**src/design/rtp_pkg.sv**
```systemverilog
`timescale 1ns / 1ps

package rtp_pkg;

   localparam int OCTAVE_SHIFT = 0;
   localparam int TABLE_NOTES  = 48;

   localparam int CHAR_W     = 8;
   localparam int ACC_W      = 10;
   localparam int DUR_W      = 8;
   localparam int OCT_W      = 3;
   localparam int TEMPO_W    = 10;
   localparam int WHOLE_W    = 18;
   localparam int PDUR_W     = 19;
   localparam int SEMI_W     = 4;
   localparam int POCT_W     = 4;
   localparam int PITCH_W    = 6;
   localparam int CSR_ADDR_W = 4;
   localparam int CSR_DATA_W = 32;

   localparam int DIV_DEND_W = 18;
   localparam int DIV_SOR_W  = 10;
   localparam int DIV_STEPS  = DIV_DEND_W;
   localparam int DIV_CNT_W  = $clog2(DIV_STEPS + 1);

   localparam logic [DUR_W-1:0]   RESET_DURATION = 8'd4;
   localparam logic [OCT_W-1:0]   RESET_OCTAVE   = 3'd6;
   localparam logic [TEMPO_W-1:0] RESET_TEMPO    = 10'd63;

   localparam logic [DIV_DEND_W-1:0] MS_PER_MINUTE = 18'd60000;
   localparam logic [ACC_W-1:0]      ACC_MAX       = 10'd1023;
   localparam logic [DUR_W-1:0]      DUR_MAX       = 8'd255;
   localparam int                    ACC_RADIX     = 10;

   localparam logic [CHAR_W-1:0] CHAR_END    = 8'h00;
   localparam logic [CHAR_W-1:0] CHAR_COLON  = 8'h3A;
   localparam logic [CHAR_W-1:0] CHAR_COMMA  = 8'h2C;
   localparam logic [CHAR_W-1:0] CHAR_SHARP  = 8'h23;
   localparam logic [CHAR_W-1:0] CHAR_DOT    = 8'h2E;
   localparam logic [CHAR_W-1:0] CHAR_ZERO   = 8'h30;
   localparam logic [CHAR_W-1:0] CHAR_NINE   = 8'h39;
   localparam logic [CHAR_W-1:0] CHAR_THREE  = 8'h33;
   localparam logic [CHAR_W-1:0] CHAR_SEVEN  = 8'h37;
   localparam logic [CHAR_W-1:0] CHAR_LOWER_A = 8'h61;
   localparam logic [CHAR_W-1:0] CHAR_LOWER_B = 8'h62;
   localparam logic [CHAR_W-1:0] CHAR_LOWER_C = 8'h63;
   localparam logic [CHAR_W-1:0] CHAR_LOWER_D = 8'h64;
   localparam logic [CHAR_W-1:0] CHAR_LOWER_E = 8'h65;
   localparam logic [CHAR_W-1:0] CHAR_LOWER_F = 8'h66;
   localparam logic [CHAR_W-1:0] CHAR_LOWER_G = 8'h67;
   localparam logic [CHAR_W-1:0] CHAR_LOWER_O = 8'h6F;

   localparam logic [1:0] CSR_DURATION = 2'd0;
   localparam logic [1:0] CSR_OCTAVE   = 2'd1;
   localparam logic [1:0] CSR_TEMPO    = 2'd2;

   typedef struct packed {
      logic [DUR_W-1:0]   duration;
      logic [OCT_W-1:0]   octave;
      logic [TEMPO_W-1:0] tempo;
   } cfg_type;

   typedef struct packed {
      logic                  start;
      logic [DIV_DEND_W-1:0] dividend;
      logic [DIV_SOR_W-1:0]  divisor;
   } div_req_type;

   typedef struct packed {
      logic                  done;
      logic [DIV_DEND_W-1:0] quotient;
   } div_rsp_type;

endpackage

```
**src/design/rtp_divider.sv**
```systemverilog
`timescale 1ns / 1ps

module rtp_divider (
   input  logic                 clock,
   input  logic                 reset,
   input  rtp_pkg::div_req_type div_req,
   output rtp_pkg::div_rsp_type div_rsp
);
   import rtp_pkg::*;

   logic                  busy_ff, busy_in;
   logic                  done_ff, done_in;
   logic [DIV_CNT_W-1:0]  count_ff, count_in;
   logic [DIV_SOR_W-1:0]  rem_ff, rem_in;
   logic [DIV_SOR_W-1:0]  sor_ff, sor_in;
   logic [DIV_DEND_W-1:0] quo_ff, quo_in;
   logic [DIV_SOR_W:0]    trial;
   logic                  fits;

   always_comb begin
      busy_in  = busy_ff;
      done_in  = 1'b0;
      count_in = count_ff;
      rem_in   = rem_ff;
      sor_in   = sor_ff;
      quo_in   = quo_ff;
      trial    = {rem_ff, quo_ff[DIV_DEND_W-1]};
      fits     = trial >= {1'b0, sor_ff};
      if (div_req.start) begin
         busy_in  = 1'b1;
         count_in = DIV_CNT_W'(DIV_STEPS);
         rem_in   = '0;
         sor_in   = div_req.divisor;
         quo_in   = div_req.dividend;
      end else if (busy_ff) begin
         rem_in   = fits ? DIV_SOR_W'(trial - {1'b0, sor_ff}) : trial[DIV_SOR_W-1:0];
         quo_in   = {quo_ff[DIV_DEND_W-2:0], fits};
         count_in = count_ff - 1'b1;
         if (count_ff == DIV_CNT_W'(1)) begin
            busy_in = 1'b0;
            done_in = 1'b1;
         end
      end
   end

   always_ff @(posedge clock) begin
      if (reset) begin
         busy_ff  <= 1'b0;
         done_ff  <= 1'b0;
         count_ff <= '0;
      end else begin
         busy_ff  <= busy_in;
         done_ff  <= done_in;
         count_ff <= count_in;
      end
      rem_ff <= rem_in;
      sor_ff <= sor_in;
      quo_ff <= quo_in;
   end

   assign div_rsp.done     = done_ff;
   assign div_rsp.quotient = quo_ff;

endmodule

```
**src/design/rtp_csr.sv**
```systemverilog
`timescale 1ns / 1ps

module rtp_csr (
   input  logic                             clock,
   input  logic                             reset,
   input  logic                             csr_psel,
   input  logic                             csr_penable,
   input  logic                             csr_pwrite,
   input  logic [rtp_pkg::CSR_ADDR_W-1:0]   csr_paddr,
   input  logic [rtp_pkg::CSR_DATA_W-1:0]   csr_pwdata,
   output logic [rtp_pkg::CSR_DATA_W-1:0]   csr_prdata,
   output logic                             csr_pready,
   output rtp_pkg::cfg_type                 cfg
);
   import rtp_pkg::*;

   cfg_type    cfg_ff, cfg_in;
   logic [1:0] index;
   logic       wr_en;

   assign index = csr_paddr[CSR_ADDR_W-1:2];
   assign wr_en = csr_psel && csr_penable && csr_pwrite;

   always_comb begin
      cfg_in = cfg_ff;
      if (wr_en) begin
         unique case (index)
            CSR_DURATION: cfg_in.duration = csr_pwdata[DUR_W-1:0];
            CSR_OCTAVE:   cfg_in.octave   = csr_pwdata[OCT_W-1:0];
            CSR_TEMPO:    cfg_in.tempo    = csr_pwdata[TEMPO_W-1:0];
            default:      cfg_in = cfg_ff;
         endcase
      end
   end

   always_comb begin
      unique case (index)
         CSR_DURATION: csr_prdata = CSR_DATA_W'(cfg_ff.duration);
         CSR_OCTAVE:   csr_prdata = CSR_DATA_W'(cfg_ff.octave);
         CSR_TEMPO:    csr_prdata = CSR_DATA_W'(cfg_ff.tempo);
         default:      csr_prdata = '0;
      endcase
   end

   always_ff @(posedge clock) begin
      if (reset) begin
         cfg_ff.duration <= RESET_DURATION;
         cfg_ff.octave   <= RESET_OCTAVE;
         cfg_ff.tempo    <= RESET_TEMPO;
      end else begin
         cfg_ff <= cfg_in;
      end
   end

   assign csr_pready = 1'b1;
   assign cfg        = cfg_ff;

endmodule

```
**src/design/rtp_parser.sv**
```systemverilog
`timescale 1ns / 1ps

module rtp_parser (
   input  logic                            clock,
   input  logic                            reset,
   input  rtp_pkg::cfg_type                cfg,
   input  logic                            req_valid,
   output logic                            req_stall,
   input  logic [rtp_pkg::CHAR_W-1:0]      req_character,
   output logic                            rsp_valid,
   input  logic                            rsp_stall,
   output logic [rtp_pkg::PITCH_W-1:0]     rsp_pitch_index,
   output logic [rtp_pkg::SEMI_W-1:0]      rsp_semitone,
   output logic [rtp_pkg::POCT_W-1:0]      rsp_octave,
   output logic [rtp_pkg::PDUR_W-1:0]      rsp_duration_ms,
   output logic                            rsp_pitch_invalid,
   output logic                            rsp_song_end,
   output rtp_pkg::div_req_type            div_req,
   input  rtp_pkg::div_rsp_type            div_rsp
);
   import rtp_pkg::*;

   typedef enum logic [4:0] {
      SEQ_IDLE  = 5'b00001,
      SEQ_RUN   = 5'b00010,
      SEQ_WHOLE = 5'b00100,
      SEQ_NOTE  = 5'b01000,
      SEQ_EMIT  = 5'b10000
   } seq_type;

   typedef enum logic [15:0] {
      PH_NAME   = 16'h0001,
      PH_DCHK   = 16'h0002,
      PH_DEQ    = 16'h0004,
      PH_DNUM   = 16'h0008,
      PH_OCHK   = 16'h0010,
      PH_OEQ    = 16'h0020,
      PH_OVAL   = 16'h0040,
      PH_OSEP   = 16'h0080,
      PH_BCHK   = 16'h0100,
      PH_BEQ    = 16'h0200,
      PH_BNUM   = 16'h0400,
      PH_NSTART = 16'h0800,
      PH_NLET   = 16'h1000,
      PH_NSHARP = 16'h2000,
      PH_NDOT   = 16'h4000,
      PH_NOCT   = 16'h8000
   } phase_type;

   seq_type             seq_ff, seq_in;
   phase_type           phase_ff, phase_in;
   logic                cont_ff, cont_in;
   logic                end_ff, end_in;
   logic [CHAR_W-1:0]   char_ff, char_in;
   logic [ACC_W-1:0]    acc_ff, acc_in;
   logic [DUR_W-1:0]    dur_def_ff, dur_def_in;
   logic [OCT_W-1:0]    oct_def_ff, oct_def_in;
   logic [TEMPO_W-1:0]  tempo_ff, tempo_in;
   logic [WHOLE_W-1:0]  whole_ff, whole_in;
   logic [SEMI_W-1:0]   semi_ff, semi_in;
   logic [PDUR_W-1:0]   pdur_ff, pdur_in;
   logic [POCT_W-1:0]   poct_ff, poct_in;

   logic                out_valid_ff, out_valid_in;
   logic [PITCH_W-1:0]  out_pitch_ff, out_pitch_in;
   logic [SEMI_W-1:0]   out_semi_ff, out_semi_in;
   logic [POCT_W-1:0]   out_oct_ff, out_oct_in;
   logic [PDUR_W-1:0]   out_dur_ff, out_dur_in;
   logic                out_bad_ff, out_bad_in;
   logic                out_end_ff, out_end_in;

   logic                is_digit;
   logic                in_note;
   logic [13:0]         acc_sum;
   logic [ACC_W-1:0]    acc_next;
   logic [TEMPO_W-1:0]  div_tempo;
   logic [ACC_W-1:0]    note_div;
   logic [SEMI_W-1:0]   letter_semi;
   logic                out_free;
   logic [4:0]          scale;
   logic signed [7:0]   scale_s;
   logic signed [7:0]   note_pos;
   logic                pos_ok;

   assign is_digit = char_ff >= CHAR_ZERO && char_ff <= CHAR_NINE;
   assign in_note  = phase_ff == PH_NLET || phase_ff == PH_NSHARP ||
                     phase_ff == PH_NDOT || phase_ff == PH_NOCT;
   assign acc_sum  = 14'(acc_ff) * 14'(ACC_RADIX) + 14'(char_ff[3:0]);
   assign acc_next = (acc_sum > 14'(ACC_MAX)) ? ACC_MAX : acc_sum[ACC_W-1:0];
   assign out_free = !out_valid_ff || !rsp_stall;

   always_comb begin
      case (char_ff)
         CHAR_LOWER_A: letter_semi = 4'd10;
         CHAR_LOWER_B: letter_semi = 4'd12;
         CHAR_LOWER_C: letter_semi = 4'd1;
         CHAR_LOWER_D: letter_semi = 4'd3;
         CHAR_LOWER_E: letter_semi = 4'd5;
         CHAR_LOWER_F: letter_semi = 4'd6;
         CHAR_LOWER_G: letter_semi = 4'd8;
         default:      letter_semi = 4'd0;
      endcase
   end

   assign scale    = 5'(poct_ff) + 5'(OCTAVE_SHIFT);
   assign scale_s  = $signed(8'(scale));
   assign note_pos = (scale_s - 8'sd4) * 8'sd12 + $signed(8'(semi_ff));
   assign pos_ok   = note_pos > 8'sd0 && note_pos <= $signed(8'(TABLE_NOTES));

   always_comb begin
      seq_in     = seq_ff;
      phase_in   = phase_ff;
      cont_in    = cont_ff;
      end_in     = end_ff;
      char_in    = char_ff;
      acc_in     = acc_ff;
      dur_def_in = dur_def_ff;
      oct_def_in = oct_def_ff;
      tempo_in   = tempo_ff;
      whole_in   = whole_ff;
      semi_in    = semi_ff;
      pdur_in    = pdur_ff;
      poct_in    = poct_ff;
      div_tempo  = tempo_ff;
      note_div   = '0;
      div_req.start    = 1'b0;
      div_req.dividend = MS_PER_MINUTE;
      div_req.divisor  = '0;

      out_valid_in = out_valid_ff && rsp_stall;
      out_pitch_in = out_pitch_ff;
      out_semi_in  = out_semi_ff;
      out_oct_in   = out_oct_ff;
      out_dur_in   = out_dur_ff;
      out_bad_in   = out_bad_ff;
      out_end_in   = out_end_ff;

      unique case (seq_ff)
         SEQ_IDLE: begin
            if (req_valid) begin
               char_in = req_character;
               seq_in  = SEQ_RUN;
            end
         end
         SEQ_RUN: begin
            seq_in = SEQ_IDLE;
            if (char_ff == CHAR_END) begin
               if (in_note) begin
                  end_in = 1'b1;
                  seq_in = SEQ_EMIT;
               end else begin
                  phase_in   = PH_NAME;
                  dur_def_in = cfg.duration;
                  oct_def_in = cfg.octave;
                  tempo_in   = cfg.tempo;
                  acc_in     = '0;
                  whole_in   = '0;
                  semi_in    = '0;
                  pdur_in    = '0;
                  poct_in    = '0;
               end
            end else begin
               unique case (phase_ff)
                  PH_NAME: begin
                     if (char_ff == CHAR_COLON) begin
                        dur_def_in = cfg.duration;
                        oct_def_in = cfg.octave;
                        tempo_in   = cfg.tempo;
                        acc_in     = '0;
                        whole_in   = '0;
                        semi_in    = '0;
                        pdur_in    = '0;
                        poct_in    = '0;
                        div_tempo  = cfg.tempo;
                        div_req.start = 1'b1;
                        phase_in   = PH_DCHK;
                        cont_in    = 1'b0;
                        seq_in     = SEQ_WHOLE;
                     end
                  end
                  PH_DCHK: begin
                     if (char_ff == CHAR_LOWER_D) begin
                        phase_in = PH_DEQ;
                     end else begin
                        phase_in = PH_OCHK;
                        seq_in   = SEQ_RUN;
                     end
                  end
                  PH_DEQ: begin
                     acc_in   = '0;
                     phase_in = PH_DNUM;
                  end
                  PH_DNUM: begin
                     if (is_digit) begin
                        acc_in = acc_next;
                     end else begin
                        if (acc_ff != '0) begin
                           dur_def_in = (acc_ff > ACC_W'(DUR_MAX)) ? DUR_MAX
                                                                   : acc_ff[DUR_W-1:0];
                        end
                        acc_in   = '0;
                        phase_in = PH_OCHK;
                     end
                  end
                  PH_OCHK: begin
                     if (char_ff == CHAR_LOWER_O) begin
                        phase_in = PH_OEQ;
                     end else begin
                        phase_in = PH_BCHK;
                        seq_in   = SEQ_RUN;
                     end
                  end
                  PH_OEQ: begin
                     phase_in = PH_OVAL;
                  end
                  PH_OVAL: begin
                     if (char_ff >= CHAR_THREE && char_ff <= CHAR_SEVEN) begin
                        oct_def_in = char_ff[OCT_W-1:0];
                     end
                     phase_in = PH_OSEP;
                  end
                  PH_OSEP: begin
                     phase_in = PH_BCHK;
                  end
                  PH_BCHK: begin
                     if (char_ff == CHAR_LOWER_B) begin
                        phase_in = PH_BEQ;
                     end else begin
                        acc_in        = '0;
                        div_tempo     = tempo_ff;
                        div_req.start = 1'b1;
                        phase_in      = PH_NSTART;
                        cont_in       = 1'b1;
                        seq_in        = SEQ_WHOLE;
                     end
                  end
                  PH_BEQ: begin
                     acc_in   = '0;
                     phase_in = PH_BNUM;
                  end
                  PH_BNUM: begin
                     if (is_digit) begin
                        acc_in = acc_next;
                     end else begin
                        tempo_in      = (acc_ff == '0) ? TEMPO_W'(1) : acc_ff;
                        div_tempo     = tempo_in;
                        div_req.start = 1'b1;
                        acc_in        = '0;
                        phase_in      = PH_NSTART;
                        cont_in       = 1'b0;
                        seq_in        = SEQ_WHOLE;
                     end
                  end
                  PH_NSTART: begin
                     if (is_digit) begin
                        acc_in = acc_next;
                     end else begin
                        note_div         = (acc_ff != '0) ? acc_ff : ACC_W'(dur_def_ff);
                        div_req.start    = 1'b1;
                        div_req.dividend = whole_ff;
                        div_req.divisor  = (note_div == '0) ? DIV_SOR_W'(1) : note_div;
                        semi_in          = letter_semi;
                        poct_in          = POCT_W'(oct_def_ff);
                        acc_in           = '0;
                        phase_in         = PH_NLET;
                        seq_in           = SEQ_NOTE;
                     end
                  end
                  PH_NLET, PH_NSHARP, PH_NDOT, PH_NOCT: begin
                     if (char_ff == CHAR_SHARP && phase_ff == PH_NLET) begin
                        semi_in  = semi_ff + 1'b1;
                        phase_in = PH_NSHARP;
                     end else if (char_ff == CHAR_DOT &&
                                  (phase_ff == PH_NLET || phase_ff == PH_NSHARP)) begin
                        pdur_in  = pdur_ff + (pdur_ff >> 1);
                        phase_in = PH_NDOT;
                     end else if (is_digit && phase_ff != PH_NOCT) begin
                        poct_in  = char_ff[POCT_W-1:0];
                        phase_in = PH_NOCT;
                     end else begin
                        end_in = 1'b0;
                        seq_in = SEQ_EMIT;
                     end
                  end
                  default: begin
                     phase_in = PH_NAME;
                  end
               endcase
            end
            if (div_req.start && !(phase_ff == PH_NSTART)) begin
               div_req.dividend = MS_PER_MINUTE;
               div_req.divisor  = (div_tempo == '0) ? DIV_SOR_W'(1) : div_tempo;
            end
         end
         SEQ_WHOLE: begin
            if (div_rsp.done) begin
               whole_in = {div_rsp.quotient[WHOLE_W-3:0], 2'b00};
               seq_in   = cont_ff ? SEQ_RUN : SEQ_IDLE;
            end
         end
         SEQ_NOTE: begin
            if (div_rsp.done) begin
               pdur_in = PDUR_W'(div_rsp.quotient);
               seq_in  = SEQ_IDLE;
            end
         end
         SEQ_EMIT: begin
            if (out_free) begin
               out_valid_in = 1'b1;
               out_pitch_in = (semi_ff != '0 && pos_ok) ? note_pos[PITCH_W-1:0] : '0;
               out_semi_in  = semi_ff;
               out_oct_in   = scale[POCT_W-1:0];
               out_dur_in   = pdur_ff;
               out_bad_in   = semi_ff != '0 && !pos_ok;
               out_end_in   = end_ff;
               if (end_ff) begin
                  phase_in   = PH_NAME;
                  dur_def_in = cfg.duration;
                  oct_def_in = cfg.octave;
                  tempo_in   = cfg.tempo;
                  acc_in     = '0;
                  whole_in   = '0;
                  semi_in    = '0;
                  pdur_in    = '0;
                  poct_in    = '0;
                  seq_in     = SEQ_IDLE;
               end else begin
                  acc_in   = '0;
                  phase_in = PH_NSTART;
                  seq_in   = (char_ff == CHAR_COMMA) ? SEQ_IDLE : SEQ_RUN;
               end
            end
         end
         default: begin
            seq_in = SEQ_IDLE;
         end
      endcase
   end

   always_ff @(posedge clock) begin
      if (reset) begin
         seq_ff       <= SEQ_IDLE;
         phase_ff     <= PH_NAME;
         cont_ff      <= 1'b0;
         end_ff       <= 1'b0;
         acc_ff       <= '0;
         dur_def_ff   <= RESET_DURATION;
         oct_def_ff   <= RESET_OCTAVE;
         tempo_ff     <= RESET_TEMPO;
         whole_ff     <= '0;
         semi_ff      <= '0;
         pdur_ff      <= '0;
         poct_ff      <= '0;
         out_valid_ff <= 1'b0;
      end else begin
         seq_ff       <= seq_in;
         phase_ff     <= phase_in;
         cont_ff      <= cont_in;
         end_ff       <= end_in;
         acc_ff       <= acc_in;
         dur_def_ff   <= dur_def_in;
         oct_def_ff   <= oct_def_in;
         tempo_ff     <= tempo_in;
         whole_ff     <= whole_in;
         semi_ff      <= semi_in;
         pdur_ff      <= pdur_in;
         poct_ff      <= poct_in;
         out_valid_ff <= out_valid_in;
      end
      char_ff      <= char_in;
      out_pitch_ff <= out_pitch_in;
      out_semi_ff  <= out_semi_in;
      out_oct_ff   <= out_oct_in;
      out_dur_ff   <= out_dur_in;
      out_bad_ff   <= out_bad_in;
      out_end_ff   <= out_end_in;
   end

   assign req_stall         = seq_ff != SEQ_IDLE;
   assign rsp_valid         = out_valid_ff;
   assign rsp_pitch_index   = out_pitch_ff;
   assign rsp_semitone      = out_semi_ff;
   assign rsp_octave        = out_oct_ff;
   assign rsp_duration_ms   = out_dur_ff;
   assign rsp_pitch_invalid = out_bad_ff;
   assign rsp_song_end      = out_end_ff;

endmodule

```
**src/design/rtttl_ringtone_parser.sv**
```systemverilog
// A character is taken only while the parser is idle; req_stall is high until it is ready again,
// and a character that skips a missing header field is parsed again. The ':' after the name,
// the end of the header and each note letter run the shared 18-step divider. A note event
// reaches the output register from the emit state after the byte that ends it is parsed; the
// longest wait is for a note letter right after ':' with no header; an output stall adds to it.
// Reset is synchronous: registers return to defaults and the parser waits for the name.
`timescale 1ns / 1ps

module rtttl_ringtone_parser (
   input  logic                            clock,
   input  logic                            reset,
   input  logic                            csr_psel,
   input  logic                            csr_penable,
   input  logic                            csr_pwrite,
   input  logic [rtp_pkg::CSR_ADDR_W-1:0]  csr_paddr,
   input  logic [rtp_pkg::CSR_DATA_W-1:0]  csr_pwdata,
   output logic [rtp_pkg::CSR_DATA_W-1:0]  csr_prdata,
   output logic                            csr_pready,
   input  logic                            req_valid,
   output logic                            req_stall,
   input  logic [rtp_pkg::CHAR_W-1:0]      req_character,
   output logic                            rsp_valid,
   input  logic                            rsp_stall,
   output logic [rtp_pkg::PITCH_W-1:0]     rsp_pitch_index,
   output logic [rtp_pkg::SEMI_W-1:0]      rsp_semitone,
   output logic [rtp_pkg::POCT_W-1:0]      rsp_octave,
   output logic [rtp_pkg::PDUR_W-1:0]      rsp_duration_ms,
   output logic                            rsp_pitch_invalid,
   output logic                            rsp_song_end
);
   import rtp_pkg::*;

   cfg_type     cfg;
   div_req_type div_req;
   div_rsp_type div_rsp;

   rtp_csr u_csr (
      .clock       (clock),
      .reset       (reset),
      .csr_psel    (csr_psel),
      .csr_penable (csr_penable),
      .csr_pwrite  (csr_pwrite),
      .csr_paddr   (csr_paddr),
      .csr_pwdata  (csr_pwdata),
      .csr_prdata  (csr_prdata),
      .csr_pready  (csr_pready),
      .cfg         (cfg)
   );

   rtp_divider u_divider (
      .clock   (clock),
      .reset   (reset),
      .div_req (div_req),
      .div_rsp (div_rsp)
   );

   rtp_parser u_parser (
      .clock             (clock),
      .reset             (reset),
      .cfg               (cfg),
      .req_valid         (req_valid),
      .req_stall         (req_stall),
      .req_character     (req_character),
      .rsp_valid         (rsp_valid),
      .rsp_stall         (rsp_stall),
      .rsp_pitch_index   (rsp_pitch_index),
      .rsp_semitone      (rsp_semitone),
      .rsp_octave        (rsp_octave),
      .rsp_duration_ms   (rsp_duration_ms),
      .rsp_pitch_invalid (rsp_pitch_invalid),
      .rsp_song_end      (rsp_song_end),
      .div_req           (div_req),
      .div_rsp           (div_rsp)
   );

endmodule

```
**config.mk**
```make
export PLATFORM = sky130hd
export DESIGN_NAME = rtttl_ringtone_parser
export DESIGN_NICKNAME = d
export VERILOG_FILES = /design/src/design/rtp_pkg.sv /design/src/design/rtp_divider.sv /design/src/design/rtp_csr.sv /design/src/design/rtp_parser.sv /design/src/design/rtttl_ringtone_parser.sv
export SDC_FILE = /design/constraint.sdc
export NUM_CORES = 1
export LEC_CHECK = 0
export ABC_CLOCK_PERIOD_IN_PS = 5000
export BUFFER_PORTS_ARGS = -buffer_cell sky130_fd_sc_hd__buf_2
export CAP_MARGIN = 40
export CORE_MARGIN = 2
export CORE_UTILIZATION = 47
export DETAILED_ROUTE_END_ITERATION = 16
export PLACE_DENSITY = 0.69
export SLEW_MARGIN = 15
export SYNTH_ARGS = -nofsm -noshare
export SYNTH_HDL_FRONTEND = slang
export SYNTH_SLANG_ARGS = --single-unit
export TNS_END_PERCENT = 5
```
**constraint.sdc**
```tcl
create_clock -name clock -period 5 [get_ports clock]
set_clock_uncertainty 0.05 [all_clocks]
set_input_delay 0.5 -clock clock [delete_from_list [all_inputs] [get_ports clock]]
set_output_delay 0.5 -clock clock [all_outputs]
set_load 0.05 [all_outputs]
```
# After elaboration in Yosys (flattened, before gate mapping)
# Cells that the tools add are included.
# Widths: inputs -> output; s select.
# totals
word_cells	320
in_bits	51
out_inout_bits	70
reg_bits	209
# classes
mul	2
magnitude_cmp	9
n_addsub	7
eq_ne	71
muxes	144
reduce_logical	55
bitwise_logic	2
# op_table
cell	count
$pmux 16 s13	1
$mux 10	20
$mux 18	9
$mux 16	10
$mux 19	8
$mux 29	4
$mux 5	13
$eq 8x7->1 const B	8
$mux 8	8
$pmux 10 s2	3
$pmux 19 s3	1
$mux 28	2
$pmux 18 s3	1
$mux 4	13
$pmux 10 s4	1
$pmux 19 s2	1
$pmux 5 s7	1
$eq 8x6->1 const B	4
$pmux 16 s2	1
$pmux 8 s2	2
$logic_not 10->1	3
$pmux 10 s3	1
$pmux 4 s7	1
$mux 3	9
82 further kinds	165

# Longest topological paths before layout
# logic_depth
depth_word	12
depth_mapped	12
mapped_depth_nobuf	12

# By module
# Synthesis repeated with hierarchy kept, for this count alone.
# unflattened
hier_cells	1395
hier_area_um2	12648.4
# by_module_without_submodules
mod	cells_each	area_per_inst_um2	instances	seq_area_each_um2
rtp_parser	1046	9012.4	1	3253.1
rtp_divider	210	2394.8	1	1181.1
rtp_csr	139	1241.2	1	420.4

# Least setup slack after synthesis
# OpenSTA, ideal clock, no wires.
# synth_path
path_type	reg2reg
from	register u_parser.seq_ff[0]
to	register u_parser.dur_def_ff[2]
synth_period_minus_slack_ns	3.937
t_arrival_ns	3.760
setup_ns	0.127
slack_ns	1.063
t_required_ns	4.823
n_path_buf	2
stages_incl_launch_ff	11
path_cell_list	dfxtp_1 > clkbuf_1 > nor2_1 > nand3_1 > clkbuf_1 > a21oi_1 > a311o_1 > o21ai_1 > a21oi_4 > mux2i_1 > nand2_1
# synth_via
elab_chain_cells	3
word_cells_on_any_way	12
classes_between	eq/ne (9); mux (1); reduce/logical (2)
# synth_rtl
element	line	rtl
start, declared	rtp_parser.sv:50	seq_type seq_ff, seq_in;
start signal, assigned	rtp_parser.sv:356	seq_ff <= seq_in;
$eq 5x2->1 or $eq 5x5->1 (tied branches)	rtp_parser.sv:138	unique case (seq_ff)
$ne 4x4->1 (no source line), or another cell as far along	n/a	
$reduce_and 8->1 (no source line)	n/a	
end signal, assigned	rtp_parser.sv:361	dur_def_ff <= dur_def_in;
end, declared	rtp_parser.sv:56	logic [DUR_W-1:0] dur_def_ff, dur_def_in;
# Parallel ways exist; a longest one is shown, timed or not.
# A chain may end at the register's enable or synchronous reset.

# Worst setup path after layout
# layout_path
from	register u_parser.char_ff[2]
to	register u_parser.phase_ff[5]
# layout_via
elab_chain_cells	7
word_cells_on_any_way	24
classes_between	order compare (2); eq/ne (10); mux (6); reduce/logical (6)
# layout_rtl
element	line	rtl
start, declared	rtp_parser.sv:54	logic [CHAR_W-1:0] char_ff, char_in;
start signal, assigned	rtp_parser.sv:370	char_ff <= char_in;
$eq 8x6->1	rtp_parser.sv:273	end else if (char_ff == CHAR_DOT &&
$logic_and 1x1->1	rtp_parser.sv:273	
$mux 16	rtp_parser.sv:273	
$mux 16	rtp_parser.sv:270	if (char_ff == CHAR_SHARP && phase_ff == PH_NLET) begin
$pmux 16 s13	rtp_parser.sv:163	unique case (phase_ff)
$mux 16	rtp_parser.sv:147	if (char_ff == CHAR_END) begin
$pmux 16 s2	rtp_parser.sv:138	
end signal, assigned	rtp_parser.sv:357	phase_ff <= phase_in;
end, declared	rtp_parser.sv:51	phase_type phase_ff, phase_in;
# Parallel ways exist; a longest one is shown, timed or not.

==> results.md <==
* Area Growth Syn to Fin at 10.4%
* Footprint of the multi-input gates at 0.00701 mm^2
* CP Launch Type: register
* Pin count of the biggest net entering global routing at 44
* Synth area leaders: dfxtp_1 (22%), edfxtp_1 (17%), ha_1 (6.1%)
* Worst Hold Class: input port to register
* Worst-path maximum fanout at 28
* LEAKAGE at roughly 0.0052 uW
* Post-synth EDFFs at 71
* Die Wd at roughly 170 um
* Critical Path RT at roughly 5.4 ns
* Die Span Y at around 170 um
* Max H-tree Level at 1
* Setup_tns at 0 ns
* Area occupied by registers at approximately 0.005 mm^2
* First-pass GRT wire length at about 52 mm
* Slew headroom at 0.388
* FMAX at approximately 280 MHz
* Final Hold Fails at 0
* Total grt overflow at 0
* Maximum VDD drop at between 300 and 400 uV
* # resized after CTS at 0
* Vias in the first global route at a little over 10000
* Most common cell in the netlist: nor2_1
* DRT Pass-1 Iters at 5
* Biggest area consumer among synthesized cells: dfxtp_1
* Crit end category: register
* Slew Viols, Final at 0
* Full die area at approximately 0.028 mm^2
* DR WL/cell at 17.4 um
* Crit path largest cell delay at roughly 0.82 ns
* Avg Cell Area, Syn at 8.73 um^2
* Design area at approximately 0.014 mm^2
* Fin crit share at 0.726
* CP max stage cell: and3_1
* Total Power at between 3000 and 4000 uW
* DRC Markers at 0
* Mapped cell area at approximately 0.012 mm^2
* Cts hold-fix bufs at 0
* Register area share after synthesis at 0.392
* Ant. Diodes at 0
* Cells after synthesis at 1417
* Synth Warn # at 0
* Synth top area share at 0.220
* # rows at just under 60
* Gp weighted congestion at ~0.93
* RSZ-0062 raised after global routing: false
* Ports at 121
* Placed Area at 0.0129 mm^2
* Via/cell ratio at 5.93
* Number of library cell types mapped by synthesis at just under 90
* CTS Buf Count at 23
* Pwr dens at around 280 mW/mm^2
* Post-synthesis async set-or-reset flop share at 0
* Clk buf depth at 3
* Synth Register Bits at about 210
* Crit Path Class: register to register
* # setup viols final at 0
* MaxCap Viol Count at 0
* Post-CTS setup repair buffer count at 0
* Tmin final at 3.63 ns
* Synth cell count leaders: nor2_1 (164), dfxtp_1 (136), nand2_1 (130)
* Status: completed
* CTS tree: yes
* Nets@finish at 1585
* Worst-skew pair later-pin latency at about 0.53 ns
* Final ANT Viol Nets at 0
* Detailed-route via count at between 10000 and 15000
* Crit path DAT at 4.03 ns
* Layout cells sized above 1 at 0.108
* Slew @ Worst Pin at approximately 0.9 ns
* Clock Sinks at 207
* # fillers at 2409
* Core box area at between 0.02 and 0.03 mm^2
* DRT Wirelength at 31.6 mm
* Clk pin slew, worst setup/hold paths at about 0.060 ns
* Port-buffer cells at between 70 and 80
* Initial antenna violation count at 0
* Gr usage total at 0.223
* Starting DRT DRC Count at 964
* Synth Flop Type: dfxtp_1
* Clock root buffer: clkbuf_16
* Cells along the critical path: nor4_1 -> and3_1 -> nor2_1 -> o21ai_1 -> nand2_2 -> or3_1 -> a21oi_1
* Initial core utilization at 0.476
* Detailed placement HPWL at around 23 mm
[path summary, 6_finish.rpt]
path,startpoint,endpoint,slack [ns],cells past startpoint
setup reg to reg,u_parser.char_ff[2],u_parser.phase_ff[5],1.37,7
hold / removal,req_character[7],u_parser.char_ff[7],0.10,1
setup / recovery,u_parser.char_ff[2],u_parser.phase_ff[5],1.37,7
hold reg to reg,u_parser.whole_ff[10],u_parser.whole_ff[10],0.40,2
[power breakdown]
| part | switching, uW | internal [uW] | leakage, uW |
|---|---|---|---|
| combinational | 245 | 129 | 0.00309 |
| sequential | 49.1 | 1770 | 0.00175 |
| clock | 676 | 916 | 0.000346 |
[routing by layer]
layer | vias up | part of all wire | track usage
met3 | 69 | 0.068 | 0.0346
met1 | 5064 | 0.44 | 0.298
met4 | 0 | 0.027 | 0.0671
li1 | 5275 | - | -
met5 | - | 0 | 0
met2 | 381 | 0.46 | 0.373
[logic make-up after synthesis]
group / count (synthesis) / synth area share
compound gates: 361 / 0.191
xor+xnor: 47 / 0.0333
fa+ha+maj: 66 / 0.0704
buf+inv: 126 / 0.0487
flops: 207 / 0.392
mux: 37 / 0.0300
other cells: 2 / 0.000607
simple gates: 571 / 0.233
[worst max-delay path, delay by kind of cell (launching register included)]
family           cells  cell delay [ns]
AND/OR/NAND/NOR      5             2.44
AO/OA/AOI/OAI        2             0.48
flip-flops           1             0.56
[layout make-up]
| class | count | area share |
|---|---|---|
| multi-input combinational | 1105 | 0.513 |
| sequential | 207 | 0.355 |
| clock buffer | 37 | 0.0489 |
| timing repair buffer | 94 | 0.0393 |
| tap | 335 | 0.0307 |
| inverter | 37 | 0.0102 |
| clock inverter | 4 | 0.00256 |
[flip-flops by register name (all words and copies together) (netlist names), 6 cells and up]
register / cells
u_parser.phase_ff: 16
u_parser.char_ff: 8
u_parser.tempo_ff: 10
u_parser.rsp_pitch_index: 6
u_divider.quo_ff: 18
u_divider.rem_ff: 10
u_parser.pdur_ff: 19
u_parser.dur_def_ff: 8
u_parser.rsp_duration_ms: 19
u_parser.whole_ff: 16
u_divider.sor_ff: 10
u_parser.acc_ff: 10
u_csr.cfg: 21
[stage by stage]
stage                     instances   util  setup WS, ns  hold WS, ns
final                          1819  0.526          1.37        0.100
after global routing           1819  0.526          1.05       0.0891
after CTS                      1818  0.525          1.41       0.0877
after detailed placement       1777  0.498          1.44        0.394
after global placement         1774  0.497          1.50        0.388
after floorplan                1438      -          1.06        0.382
[layout by cell type, fill, tap and decap left out, types with 7 or more instances in the layout]
master and n:
nor4_1 14, and2_1 15, conb_1 23, nor2b_1 22, and3_1 9, xnor2_1 34, mux2i_1 36, nand3_1 44
clkbuf_1 10, a31oi_1 10, a211oi_1 32, o21a_1 7, o22a_1 9, nor3_1 61, a211o_1 10, nor2_1 164
dfxtp_1 136, inv_1 37, clkbuf_16 23, xor2_1 13, o21ai_0 59, a2111oi_0 8, nor4b_1 8, a22o_1 9
buf_2 72, buf_4 20, or3_1 19, edfxtp_1 71, nand4_1 19, a21o_1 14, a21oi_1 120, nand2_1 130
a221oi_1 13, nand2b_1 16, ha_1 60
(Power assumes the default switching activity.)
